**src/uutp_pkg.sv**
```systemverilog
// ----------------------------------------------------------------------------
// uutp_pkg
// Shared constants and types for the UUID text parser.
// ----------------------------------------------------------------------------
package uutp_pkg;

	localparam int unsigned UUID_LEN = 36;
	localparam int unsigned POS_SAT  = 37;
	localparam int unsigned POS_W    = 6;
	localparam int unsigned CHAR_W   = 8;
	localparam int unsigned NIB_W    = 4;
	localparam int unsigned HALF_W   = 64;
	localparam int unsigned ACC_W    = 2 * HALF_W;
	localparam int unsigned OUT_W    = 136;

	localparam logic [POS_W-1:0] POS_DASH0   = POS_W'(8);
	localparam logic [POS_W-1:0] POS_DASH1   = POS_W'(13);
	localparam logic [POS_W-1:0] POS_DASH2   = POS_W'(18);
	localparam logic [POS_W-1:0] POS_DASH3   = POS_W'(23);
	localparam logic [POS_W-1:0] POS_VERSION = POS_W'(14);
	localparam logic [POS_W-1:0] POS_LEN     = POS_W'(UUID_LEN);
	localparam logic [POS_W-1:0] POS_MAX     = POS_W'(POS_SAT);

	localparam logic [CHAR_W-1:0] CH_DASH  = 8'h2d;
	localparam logic [CHAR_W-1:0] CH_0     = 8'h30;
	localparam logic [CHAR_W-1:0] CH_1     = 8'h31;
	localparam logic [CHAR_W-1:0] CH_5     = 8'h35;
	localparam logic [CHAR_W-1:0] CH_9     = 8'h39;
	localparam logic [CHAR_W-1:0] CH_UA    = 8'h41;
	localparam logic [CHAR_W-1:0] CH_UF    = 8'h46;
	localparam logic [CHAR_W-1:0] CH_LA    = 8'h61;
	localparam logic [CHAR_W-1:0] CH_LF    = 8'h66;
	localparam logic [CHAR_W-1:0] HEX_TEN  = 8'h0a;

	typedef struct packed {
		logic             pack;
		logic             bad;
		logic [NIB_W-1:0] nib;
	} uutp_dec_t;

endpackage

```
**src/uutp_char_decode.sv**
```systemverilog
// ----------------------------------------------------------------------------
// uutp_char_decode
// Checks one character against the format at its position and gives its nibble.
// ----------------------------------------------------------------------------
module uutp_char_decode (
	input  logic [uutp_pkg::CHAR_W-1:0] char_code,
	input  logic [uutp_pkg::POS_W-1:0]  position,
	output uutp_pkg::uutp_dec_t         dec
);

	logic                        in_range;
	logic                        dash_slot;
	logic                        is_digit;
	logic                        is_upper;
	logic                        is_lower;
	logic                        hex_ok;
	logic                        ok;
	logic [uutp_pkg::CHAR_W-1:0] hex_val;

	assign in_range  = position < uutp_pkg::POS_LEN;
	assign dash_slot = (position == uutp_pkg::POS_DASH0) || (position == uutp_pkg::POS_DASH1) ||
		(position == uutp_pkg::POS_DASH2) || (position == uutp_pkg::POS_DASH3);

	assign is_digit = (char_code >= uutp_pkg::CH_0) && (char_code <= uutp_pkg::CH_9);
	assign is_upper = (char_code >= uutp_pkg::CH_UA) && (char_code <= uutp_pkg::CH_UF);
	assign is_lower = (char_code >= uutp_pkg::CH_LA) && (char_code <= uutp_pkg::CH_LF);
	assign hex_ok   = is_digit || is_upper || is_lower;

	always_comb begin
		if (is_digit) begin
			hex_val = char_code - uutp_pkg::CH_0;
		end else if (is_lower) begin
			hex_val = char_code - uutp_pkg::CH_LA + uutp_pkg::HEX_TEN;
		end else begin
			hex_val = char_code - uutp_pkg::CH_UA + uutp_pkg::HEX_TEN;
		end
	end

	// version slot allows only '1' to '5'
	assign ok = (position == uutp_pkg::POS_VERSION) ?
		((char_code >= uutp_pkg::CH_1) && (char_code <= uutp_pkg::CH_5)) : hex_ok;

	always_comb begin
		dec.pack = 1'b0;
		dec.bad  = 1'b0;
		dec.nib  = '0;
		if (in_range) begin
			if (dash_slot) begin
				dec.bad = (char_code != uutp_pkg::CH_DASH);
			end else begin
				dec.pack = 1'b1;
				dec.bad  = !ok;
				dec.nib  = ok ? hex_val[uutp_pkg::NIB_W-1:0] : '0;
			end
		end
	end

endmodule

```
**src/uuid_text_parser.sv**
```systemverilog
// ----------------------------------------------------------------------------
// uuid_text_parser
// Parses a 36-character UUID string into a 128-bit identifier.
// ----------------------------------------------------------------------------
// usage:
//   characters enter on the s_axis channel, one per transfer, with tlast on the
//   final character of each string. only the final character produces a
//   transfer on m_axis: a valid flag and the identifier as two 64-bit halves,
//   both zero when the format or the length is wrong.
// path: a final character passes the input register, then the result register,
//   before its result is presented on m_axis.
// throughput: one character per cycle outside a stall; the per-character check
//   and the nibble shift into the 128-bit accumulator sit in one short stage.
// reset: arst_n clears the position count, error flag, accumulator and both
//   stage valids; parsing starts with a fresh string.
// stall: a held result keeps its register; non-final characters still drain,
//   a final character waits in the input register until the result register
//   frees, and s_axis_tready is low only while it waits.
// ----------------------------------------------------------------------------
module uuid_text_parser (
	input  logic                         clk,
	input  logic                         arst_n,
	input  logic                         s_axis_tvalid,
	output logic                         s_axis_tready,
	input  logic [7:0]                   s_axis_tdata,  // char_code
	input  logic                         s_axis_tlast,  // last_char
	output logic                         m_axis_tvalid,
	input  logic                         m_axis_tready,
	output logic [uutp_pkg::OUT_W-1:0]   m_axis_tdata   // valid_res, id_high, id_low
);

	logic                          valid_s1;
	logic [uutp_pkg::CHAR_W-1:0]   char_s1;
	logic                          last_s1;

	logic [uutp_pkg::POS_W-1:0]    pos_q;
	logic                          err_q;
	logic [uutp_pkg::ACC_W-1:0]    acc_q;

	logic                          out_valid_q;
	logic [uutp_pkg::OUT_W-1:0]    out_data_q;

	uutp_pkg::uutp_dec_t           dec;
	logic                          out_free;
	logic                          advance;
	logic [uutp_pkg::POS_W-1:0]    pos_next;
	logic                          err_next;
	logic [uutp_pkg::ACC_W-1:0]    acc_next;
	logic                          res_ok;

	uutp_char_decode u_decode (
		.char_code (char_s1),
		.position  (pos_q),
		.dec       (dec)
	);

	assign out_free      = !out_valid_q || m_axis_tready;
	assign advance       = valid_s1 && (!last_s1 || out_free);
	assign s_axis_tready = !valid_s1 || advance;

	assign pos_next = (pos_q == uutp_pkg::POS_MAX) ? pos_q : pos_q + uutp_pkg::POS_W'(1);
	assign err_next = err_q || dec.bad;
	assign acc_next = dec.pack ?
		{acc_q[uutp_pkg::ACC_W-uutp_pkg::NIB_W-1:0], dec.nib} : acc_q;
	assign res_ok   = !err_next && (pos_next == uutp_pkg::POS_LEN);

	// input register
	always_ff @(posedge clk or negedge arst_n) begin
		if (!arst_n) begin
			valid_s1 <= 1'b0;
		end else if (s_axis_tready) begin
			valid_s1 <= s_axis_tvalid;
		end
	end

	always_ff @(posedge clk) begin
		if (s_axis_tready && s_axis_tvalid) begin
			char_s1 <= s_axis_tdata;
			last_s1 <= s_axis_tlast;
		end
	end

	// parse state
	always_ff @(posedge clk or negedge arst_n) begin
		if (!arst_n) begin
			pos_q <= '0;
			err_q <= 1'b0;
			acc_q <= '0;
		end else if (advance) begin
			if (last_s1) begin
				pos_q <= '0;
				err_q <= 1'b0;
				acc_q <= '0;
			end else begin
				pos_q <= pos_next;
				err_q <= err_next;
				acc_q <= acc_next;
			end
		end
	end

	// result register
	always_ff @(posedge clk or negedge arst_n) begin
		if (!arst_n) begin
			out_valid_q <= 1'b0;
		end else if (out_free) begin
			out_valid_q <= advance && last_s1;
		end
	end

	always_ff @(posedge clk) begin
		if (advance && last_s1) begin
			out_data_q <= {
				(uutp_pkg::OUT_W - uutp_pkg::ACC_W - 1)'(0),
				res_ok ? acc_next[uutp_pkg::HALF_W-1:0] : uutp_pkg::HALF_W'(0),
				res_ok ? acc_next[uutp_pkg::ACC_W-1:uutp_pkg::HALF_W] : uutp_pkg::HALF_W'(0),
				res_ok
			};
		end
	end

	assign m_axis_tvalid = out_valid_q;
	assign m_axis_tdata  = out_data_q;

endmodule

```
**config.mk**
```make
export PLATFORM = sky130hd
export DESIGN_NAME = uuid_text_parser
export DESIGN_NICKNAME = d
export VERILOG_FILES = /design/src/uutp_pkg.sv /design/src/uutp_char_decode.sv /design/src/uuid_text_parser.sv
export SDC_FILE = /design/constraint.sdc
export NUM_CORES = 1
export LEC_CHECK = 0
export BUFFER_PORTS_ARGS = -buffer_cell sky130_fd_sc_hd__buf_2
export CORE_ASPECT_RATIO = 1.75
export CORE_MARGIN = 2
export CORE_UTILIZATION = 53
export CTS_BUF_LIST = sky130_fd_sc_hd__clkbuf_8
export CTS_CLUSTER_DIAMETER = 120
export DETAILED_ROUTE_END_ITERATION = 6
export HOLD_SLACK_MARGIN = 0.03
export PLACE_DENSITY = 0.74
export SETUP_SLACK_MARGIN = 0.1
export SLEW_MARGIN = 20
export SYNTH_ARGS = -nofsm -noshare
export SYNTH_HDL_FRONTEND = slang
export SYNTH_SLANG_ARGS = --single-unit
```
**constraint.sdc**
```tcl
create_clock -name clk -period 5.4 [get_ports clk]
set_input_delay 0.54 -clock clk [delete_from_list [all_inputs] [get_ports clk]]
set_output_delay 0.54 -clock clk [all_outputs]
set_load 0.05 [all_outputs]
```
==> results.sh, run 1 <==
export IMPL_status="finished clean"
export IMPL_synthesis_area_um2=12500
export IMPL_synth_top_area_share_pct=33.1
export IMPL_hold_viol=0
export IMPL_cts_sinks=275
export IMPL_antenna_cells=0
export IMPL_post_drt_wl_per_cell_um=18.6
export IMPL_io_pins=151
export IMPL_vias=9573
export IMPL_fmax_mhz=322
export IMPL_ys_seq_area_share_pct=60.6
export IMPL_ant_nets=0
export IMPL_place_area_um2=13200
export IMPL_die_x_um=120
export IMPL_rows=74
export IMPL_synth_top_cells_by_count="nand2_1 (144), edfxtp_1 (138), dfrtp_1 (137), o21ai_0 (137), nor2_1 (127)"
export IMPL_netlist_instances=1139
export IMPL_io_buffers=143
export IMPL_track_usage_pct=23.1
export IMPL_drv_slew=0
export IMPL_max_slew_margin_pct=29.8
export IMPL_crit_type="flip-flop to flip-flop"
export IMPL_rsz0062_at_grt="no"
export IMPL_fin_setup_tns_ns=0
export IMPL_die_h_um=207
export IMPL_setup_viol=0
export IMPL_fin_crit_sh_pct=57.5
export IMPL_num_fill_cells=1903
export IMPL_fin_crit_ns=3.10
export IMPL_core_area_um2=23200
export IMPL_p_leak_nw=5.02
export IMPL_synth_ff_type="edfxtp_1"
export IMPL_ys_seq_elements=275
export IMPL_stdcell_area_um2=14000
export IMPL_dpl_cell_count=1481
export IMPL_skew_ns=0.0154
export IMPL_grt_pass1_vias=9053
export IMPL_clk_insertion_delay_late_ns=0.55
export IMPL_area_sequential_um2=7570
export IMPL_arrival_ns=3.48
export IMPL_via_per_inst=6.16
export IMPL_synth_cell_types=46
export IMPL_drt_iter0_drc=871
export IMPL_gp_congestion=0.824
export IMPL_cts_resized=0
export IMPL_final_cell_count_no_fill=1554
export IMPL_htree_levels=2
export IMPL_die_area_um2=24900
export IMPL_critPathCaptureType="flip-flop"
export IMPL_grt_max_degree=254
export IMPL_grt_pass1_wl_um=47300
export IMPL_drt_total_wl_um=28900
export IMPL_multi_input_area_um2=4390
export IMPL_path_clk_slew_ns=0.07
export IMPL_drive_gt1_share_pct=17.8
export IMPL_cts_buffers=39
export IMPL_max_cap_violations=0
export IMPL_firstDrtPassIters=6
export IMPL_dpl_hpwl_um=16400
export IMPL_async_flop_share_pct=49.8
export IMPL_cts_hold_buf=0
export IMPL_cts_setup_buffers=0
export IMPL_max_vdd_ir_drop_mv=0.241
export IMPL_power_density_nw_per_um2=322
export IMPL_synth_area_leaders="edfxtp_1 (33%), dfrtp_1 (27%), a32oi_1 (8.8%), a22oi_1 (7.4%), o21ai_0 (5.5%)"
export IMPL_start_kind="flip-flop"
export IMPL_synth_most_common_cell="nand2_1"
export IMPL_yosysTopAreaCell="edfxtp_1"
export IMPL_ys_warnings_count=0
export IMPL_start_util_pct=53.8
export IMPL_clock_path_buffers=3
export IMPL_syn_to_final_growth_pct=12.1
export IMPL_antenna_found_initial=0
export IMPL_cts_tree="built"
export IMPL_grt_overflow_total=0
export IMPL_clockRootBuffer="clkbuf_8"
export IMPL_worst_endpoint_required_ns=5.78
export IMPL_fin_nets=1240
export IMPL_synth_edf_count=138
export IMPL_drc=0
export IMPL_min_path_type="primary input to async pin"
export IMPL_crit_fanout=253
export IMPL_tightestPinTransition_ns=1.05
export IMPL_synth_area_per_cell_um2=11.0
==> power breakdown <==
group / switching (mW) / internal, mW
Sequential: 0.0376 / 2.26
Clock: 0.789 / 0.849
Combinational: 0.495 / 0.0905
==> state kept, by name (all words and copies together) (netlist names) <==
name,count
pos_q,6
err_q,1
m_axis_tvalid,1
acc_q,128
valid_s1,1
char_s1,8
last_s1,1
m_axis_tdata,129
==> path summary, 6_finish.rpt <==
| kind | startpoint | end | slack [ns] | depth (start not counted) |
|---|---|---|---|---|
| max in group asynchronous | arst_n | acc_q[65] | 4.12 | 2 |
| setup reg to reg | pos_q[1] | acc_q[64] | 2.30 | 8 |
| min in group clk | s_axis_tlast | last_s1 | 0.17 | 1 |
| hold reg to reg | acc_q[126] | acc_q[126] | 0.51 | 2 |
| hold / removal | arst_n | acc_q[38] | 0.08 | 1 |
| setup / recovery | pos_q[1] | acc_q[64] | 2.30 | 8 |
==> layout make-up <==
type,count,area share [%]
tap,304,2.71
inverter,10,0.303
timing repair buffer,155,6.11
sequential,275,54.0
clock buffer,44,4.32
clock inverter,28,1.24
multi-input combinational,738,31.3
==> stage by stage <==
stage	util [%]	setup WS (ns)	total power [mW]	hold WS [ns]
after floorplan	-	1.26	2.80	0.244
after global placement	56.8	2.29	2.91	0.486
after detailed placement	56.8	2.21	2.92	0.499
after CTS	60.2	2.18	4.55	0.115
after global routing	60.3	2.02	4.68	0.150
final	60.3	2.30	4.52	0.0814
==> worst max-delay path: stages (launching register included) <==
cell and delay (ns):
dfrtp_1 0.47, ha_1 0.35, mux2i_1 0.21, o221ai_4 0.33, buf_12 0.75, nor2_4 0.08
buf_12 0.30, a22oi_1 0.20, o21ai_0 0.11
==> cell usage in the layout (no fill, tap or decap), drive strengths merged, types with 24 or more instances in the layout <==
cell type,n
inv,24
buf,155
a32oi,125
a22oi,124
o21ai,137
nor2,128
clkbuf,44
dfrtp,137
nand2,144
edfxtp,138
==> logic make-up after synthesis <==
| family | after synthesis | share of synthesized area (%) |
|---|---|---|
| buf+inv | 132 | 4.82 |
| fa+ha+maj | 8 | 0.800 |
| flops | 275 | 60.6 |
| other cells | 1 | 0.0300 |
| simple gates | 301 | 9.78 |
| compound gates | 414 | 23.4 |
| xor+xnor | 5 | 0.350 |
| mux | 3 | 0.250 |
==> routing by layer <==
metal	GRT usage (%)	share of wire (%)
met1	30.5	40
met2	38.3	51
met3	3.17	5.3
met4	9.90	3.5
met5	0	0
Power figures use the tool's default switching activity.
==> inputs of run 2 (changes only) <==
--- a/config.mk
+++ b/config.mk
@@ -13,7 +13,7 @@
 export CTS_CLUSTER_DIAMETER = 120
 export DETAILED_ROUTE_END_ITERATION = 6
 export HOLD_SLACK_MARGIN = 0.03
-export PLACE_DENSITY = 0.74
+export PLACE_DENSITY = 0.77
 export SETUP_SLACK_MARGIN = 0.1
 export SLEW_MARGIN = 20
 export SYNTH_ARGS = -nofsm -noshare
==> constraint.sdc (replaced) <==
create_clock -name clk -period 2.5 [get_ports clk]
set_input_delay 0.25 -clock clk [delete_from_list [all_inputs] [get_ports clk]]
set_output_delay 0.25 -clock clk [all_outputs]
set_load 0.05 [all_outputs]
==> run 2 against run 1 <==
  * Sequential share of layout area is 2.6 points lower
  * Routed wire length rose by 3.5%
  * Die area stayed put
  * Via count up 2.3%
  * Power grew 120%
  * Register-to-register slack got worse by 2.2 ns
  * Highest routed layer unchanged
  * Flip-flop and latch count unchanged
  * Worst setup slack got worse by 2.2 ns
  * Critical path type unchanged
  * Final cell count grew 2.6%
  * Combinational power rose to 2.7 times the previous value
  * Fmax rose by 28%
  * Sequential power up 120%
==> results.sh, run 2 (same netlist as run 1, synthesis figures left out) <==
export IMPL_hold_viol=0
export IMPL_max_slew_margin_pct=55.6
export IMPL_ff2ff_setup_slack_ns=0.08
export IMPL_dpl_hpwl_um=17900
export IMPL_max_cap_violations=0
export IMPL_ant_nets=0
export IMPL_crit_fanout=30
export IMPL_power_frac_clock_pct=33.4
export IMPL_intPower_mw=6.87
export IMPL_drt_total_wl_um=29800
export IMPL_fin_crit_sh_pct=96.9
export IMPL_fin_setup_tns_ns=0
export IMPL_drc=0
export IMPL_start_util_pct=53.8
export IMPL_worst_endpoint_required_ns=2.92
export IMPL_post_place_ws_ns=-0.0132
export IMPL_die_h_um=207
export IMPL_startpoint="pos_q[4]"
export IMPL_power_mw=9.76
export IMPL_gp_congestion=0.809
export IMPL_final_cell_mix="nand2_1 (142), buf_2 (142), edfxtp_1 (138)"
export IMPL_worst_r2r_cell_count=6
export IMPL_die_area_um2=24900
export IMPL_timing_rr_end="err_q"
export IMPL_min_path_type="primary input to async pin"
export IMPL_antenna_found_initial=0
export IMPL_pwr_share_seq_pct=50.7
export IMPL_switching_share_pct=29.7
export IMPL_max_vdd_ir_drop_mv=0.446
export IMPL_io_buffers=143
export IMPL_pwr_share_comb_pct=15.9
export IMPL_core_area_um2=23200
export IMPL_worstReg2RegStart="pos_q[4]"
export IMPL_syn_to_final_growth_pct=17.9
export IMPL_cts_sinks=275
export IMPL_setup_viol=0
export IMPL_setup_ws_ns=0.0765
export IMPL_firstDrtPassIters=6
export IMPL_io_pins=151
export IMPL_clockRootBuffer="clkbuf_8"
export IMPL_crit_path_end="err_q"
export IMPL_p_leak_nw=5.31
export IMPL_status="finished clean"
export IMPL_p_switching_mw=2.90
export IMPL_whs_ns=0.286
export IMPL_tightestPinTransition_ns=0.666
export IMPL_drt_iter0_drc=1017
export IMPL_fmax_mhz=413
export IMPL_via_per_inst=6.14
export IMPL_clock_path_buffers=3
export IMPL_clk_insertion_delay_late_ns=0.55
export IMPL_utilization_pct=63.4
export IMPL_skew_ns=0.0249
export IMPL_drv_slew=0
export IMPL_rows=74
export IMPL_start_kind="flip-flop"
export IMPL_vias=9793
export IMPL_drive_gt1_share_pct=21.5
export IMPL_antenna_cells=0
export IMPL_arrival_ns=2.84
export IMPL_post_drt_wl_per_cell_um=18.7
export IMPL_htree_levels=2
export IMPL_largest_reg_flops=129
export IMPL_fin_nets=1284
export IMPL_grt_overflow_total=0
export IMPL_grt_pass1_wl_um=47000
export IMPL_grt_pass1_vias=8891
export IMPL_cts_buffers=38
export IMPL_cts_tree="built"
export IMPL_grt_max_degree=80
export IMPL_critPathCaptureType="flip-flop"
export IMPL_path_clk_slew_ns=0.07
export IMPL_fin_crit_ns=2.42
export IMPL_crit_type="flip-flop to flip-flop"
export IMPL_track_usage_pct=23.1
export IMPL_power_density_nw_per_um2=662
export IMPL_die_x_um=120
export IMPL_num_fill_cells=1815
export IMPL_rsz0062_at_grt="yes"
run 2: per-layer routing:
metal | wire (µm) | global-route usage [%] | vias up
li1 | - | - | 4569
met1 | 11700 | 30.8 | 4772
met2 | 15400 | 38.2 | 393
met3 | 1810 | 3.44 | 59
met4 | 897 | 9.05 | 0
met5 | 0 | 0 | -
run 2: repair_timing:
item,CTS,global route
endpoints found under the setup margin,155,227
pin swaps,1,3
cloned,0,3
hold endpoints to repair,75,0
hold buffers,12,0
gates resized for setup,8,29
setup buffers,2,5
run 2: cell type report:
| type | instances | area, µm² | share of cell area [%] |
|---|---|---|---|
| clock buffers | 44 | 606 | 4.11 |
| repair buffers | 199 | 1460 | 9.90 |
| multi-input cells | 739 | 4580 | 31.1 |
| clock inverters | 24 | 98.8 | 0.670 |
| flip-flops and latches | 275 | 7580 | 51.4 |
| well taps | 304 | 380 | 2.58 |
| inverters | 10 | 41.3 | 0.280 |
run 2: worst max-delay path: stages, from the launching register on:
cell and delay (ns):
dfrtp_1 0.47, or3b_2 0.55, nor2_2 0.28, or3_4 0.36
buf_12 0.23, nand2_1 0.14, a31o_2 0.26
run 2: worst min path at each step:
stage	start	end	cells past startpoint
4_1_cts	arst_n	acc_q[20]	2
2_1_floorplan	arst_n	acc_q[0]	0
5_1_grt	arst_n	acc_q[20]	2
3_3_place_gp	arst_n	acc_q[27]	1
6_report	arst_n	acc_q[20]	2
3_5_place_dp	arst_n	pos_q[2]	1
run 2: power groups by stage:
stage	registers, mW	logic [mW]	clock network, mW
floorplan	5.31	0.747	0
global placement	5.03	1.42	0
detailed placement	5.04	1.43	0
CTS	4.95	1.46	3.31
global route	4.96	1.64	3.50
finish	4.95	1.56	3.26
run 2: stage by stage:
step,std cells,instance area [µm²]
after floorplan,1145,12600
after global placement,1505,13600
after detailed placement,1505,13600
after CTS,1587,14500
after global routing,1595,14700
final,1595,14700
==> inputs of run 3 (changes only) <==
--- a/config.mk
+++ b/config.mk
@@ -13,7 +13,7 @@
 export CTS_CLUSTER_DIAMETER = 120
 export DETAILED_ROUTE_END_ITERATION = 6
 export HOLD_SLACK_MARGIN = 0.03
-export PLACE_DENSITY = 0.77
+export PLACE_DENSITY = 0.8
 export SETUP_SLACK_MARGIN = 0.1
 export SLEW_MARGIN = 20
 export SYNTH_ARGS = -nofsm -noshare
==> constraint.sdc (replaced) <==
create_clock -name clk -period 2.5 [get_ports clk]
set_input_delay 0.25 -clock clk [delete_from_list [all_inputs] [get_ports clk]]
set_output_delay 0.25 -clock clk [all_outputs]
set_load 0.01 [all_outputs]
==> run 3 against run 2 <==
  * Worst hold slack got worse by 0.0043 ns
  * Sequential share of layout area fell by 1.2 points
  * Largest power group unchanged
  * Flip-flop and latch count did not move
  * First-iteration DRC count fell by 5.9%
  * Non-clock buffer count rose by 22
  * Final cell count rose by 1.6%
  * Critical path type unchanged
  * Fmax rose by 0.27%
  * Power rose by 0.75%
==> results.sh, run 3 (same netlist as run 1, synthesis figures left out) <==
export IMPL_whs_ns=0.282
export IMPL_antenna_found_initial=0
export IMPL_drt_iter0_drc=957
export IMPL_final_cell_mix="nand2_1 (142), buf_2 (142), edfxtp_1 (138)"
export IMPL_pwr_share_seq_pct=50.3
export IMPL_via_per_inst=6.24
export IMPL_start_util_pct=53.8
export IMPL_firstDrtPassIters=6
export IMPL_die_x_um=120
export IMPL_fin_nets=1307
export IMPL_p_switching_mw=2.73
export IMPL_min_path_type="primary input to async pin"
export IMPL_status="finished clean"
export IMPL_htree_levels=2
export IMPL_crit_type="flip-flop to flip-flop"
export IMPL_area_sequential_um2=7570
export IMPL_gp_congestion=0.816
export IMPL_start_kind="flip-flop"
export IMPL_rows=74
export IMPL_hold_viol=0
export IMPL_worst_endpoint_required_ns=2.78
export IMPL_crit_fanout=9
export IMPL_grt_overflow_total=0
export IMPL_power_frac_clock_pct=35.5
export IMPL_core_area_um2=23200
export IMPL_power_mw=9.84
export IMPL_die_area_um2=24900
export IMPL_rsz0062_at_grt="yes"
export IMPL_largest_reg_flops=129
export IMPL_ff2ff_setup_slack_ns=0.08
export IMPL_fin_crit_sh_pct=96.7
export IMPL_slowest_delay_ns=0.53
export IMPL_multi_input_area_um2=4600
export IMPL_arrival_ns=2.70
export IMPL_drc=0
export IMPL_max_vdd_ir_drop_mv=0.512
export IMPL_path_cells="ha_2 -> o311a_1 -> or3_4 -> buf_16 -> buf_8 -> a32oi_1 -> nor2_1"
export IMPL_intPower_mw=7.11
export IMPL_io_buffers=143
export IMPL_post_drt_wl_per_cell_um=19.6
export IMPL_drt_total_wl_um=31700
export IMPL_die_h_um=207
export IMPL_num_fill_cells=1718
export IMPL_p_leak_nw=5.49
export IMPL_ant_nets=0
export IMPL_io_pins=151
export IMPL_cts_sinks=275
export IMPL_grt_max_degree=133
export IMPL_track_usage_pct=24.1
export IMPL_drv_slew=0
export IMPL_clockRootBuffer="clkbuf_8"
export IMPL_clock_path_buffers=3
export IMPL_power_density_nw_per_um2=652
export IMPL_max_cap_violations=0
export IMPL_vias=10118
export IMPL_cts_buffers=40
export IMPL_worst_r2r_cell_count=7
export IMPL_antenna_cells=0
export IMPL_clk_insertion_delay_late_ns=0.55
export IMPL_fin_setup_tns_ns=0
export IMPL_cts_tree="built"
export IMPL_critPathCaptureType="flip-flop"
export IMPL_fin_crit_ns=2.42
export IMPL_max_slew_margin_pct=50.1
export IMPL_switching_share_pct=27.7
export IMPL_skew_ns=0.0302
export IMPL_pwr_share_comb_pct=14.2
export IMPL_fmax_mhz=414
export IMPL_grt_pass1_vias=9469
export IMPL_dpl_hpwl_um=18400
export IMPL_path_clk_slew_ns=0.06
export IMPL_timing_rr_end="m_axis_tdata[39]"
export IMPL_worstReg2RegStart="char_s1[0]"
export IMPL_setup_viol=0
export IMPL_cp_slowest_cell="or3_4"
export IMPL_drive_gt1_share_pct=23.4
export IMPL_grt_pass1_wl_um=48900
export IMPL_tightestPinTransition_ns=0.749
export IMPL_syn_to_final_growth_pct=20.6
==> run 3: through the flow <==
stage	setup slack, ns	utilization [%]	std cells	area [µm²]
2_1_floorplan	-0.655	-	1145	12600
3_3_place_gp	0.167	58.9	1520	13700
3_5_place_dp	0.0602	58.9	1520	13700
4_1_cts	0.103	62.9	1607	14600
5_1_grt	0.0203	64.9	1621	15100
6_report	0.0830	64.9	1621	15100
==> run 3: area by class of cell <==
cell class,instances,area share (%)
Inverter,10,0.274
Clock buffer,42,3.83
Multi-Input combinational cell,738,30.5
Timing Repair Buffer,221,11.4
Clock inverter,31,1.29
Sequential cell,275,50.2
Tap cell,304,2.52
==> run 3: repair_timing <==
item,CTS,global route
hold buffers,12,0
buffers inserted,1,7
pin swaps,2,19
resized for setup,4,41
endpoints found under the setup margin,49,177
endpoints found under the hold margin,77,0
cloned,1,7
==> run 3: layer usage <==
layer / global-route usage (%) / routed length (µm) / part of all wire (%)
met2: 41.4 / 16700 / 53
met3: 2.97 / 2190 / 6.9
met1: 30.4 / 11600 / 37
met4: 10.6 / 1190 / 3.8
met5: 0 / 0 / 0
==> run 3: power groups by stage <==
stage	combinational (mW)	sequential, mW	clock [mW]
floorplan	0.726	5.06	0
global placement	1.16	5.03	0
finish	1.39	4.95	3.49
detailed placement	1.18	5.04	0
global route	1.49	4.96	3.73
CTS	1.23	4.95	3.55
==> run 3: critical path: cells and delay by family (launching register included) <==
kind,cells,cell delay [ns]
AO/OA/AOI/OAI,2,0.58
flip-flops,1,0.42
buffers and inverters,2,0.34
AND/OR/NAND/NOR,2,0.59
adder cells (fa/ha/maj),1,0.23
==> run 3: how the worst max path moves through the flow <==
stage | from | endpoint | slack (ns) | cells after the start
2_1_floorplan | last_s1 | m_axis_tdata[0] | -0.66 | 5
3_3_place_gp | char_s1[1] | m_axis_tdata[120] | 0.17 | 8
3_5_place_dp | pos_q[0] | acc_q[32] | 0.06 | 9
4_1_cts | char_s1[0] | m_axis_tdata[31] | 0.10 | 9
5_1_grt | char_s1[0] | m_axis_tdata[43] | 0.02 | 7
6_report | char_s1[0] | m_axis_tdata[39] | 0.08 | 7
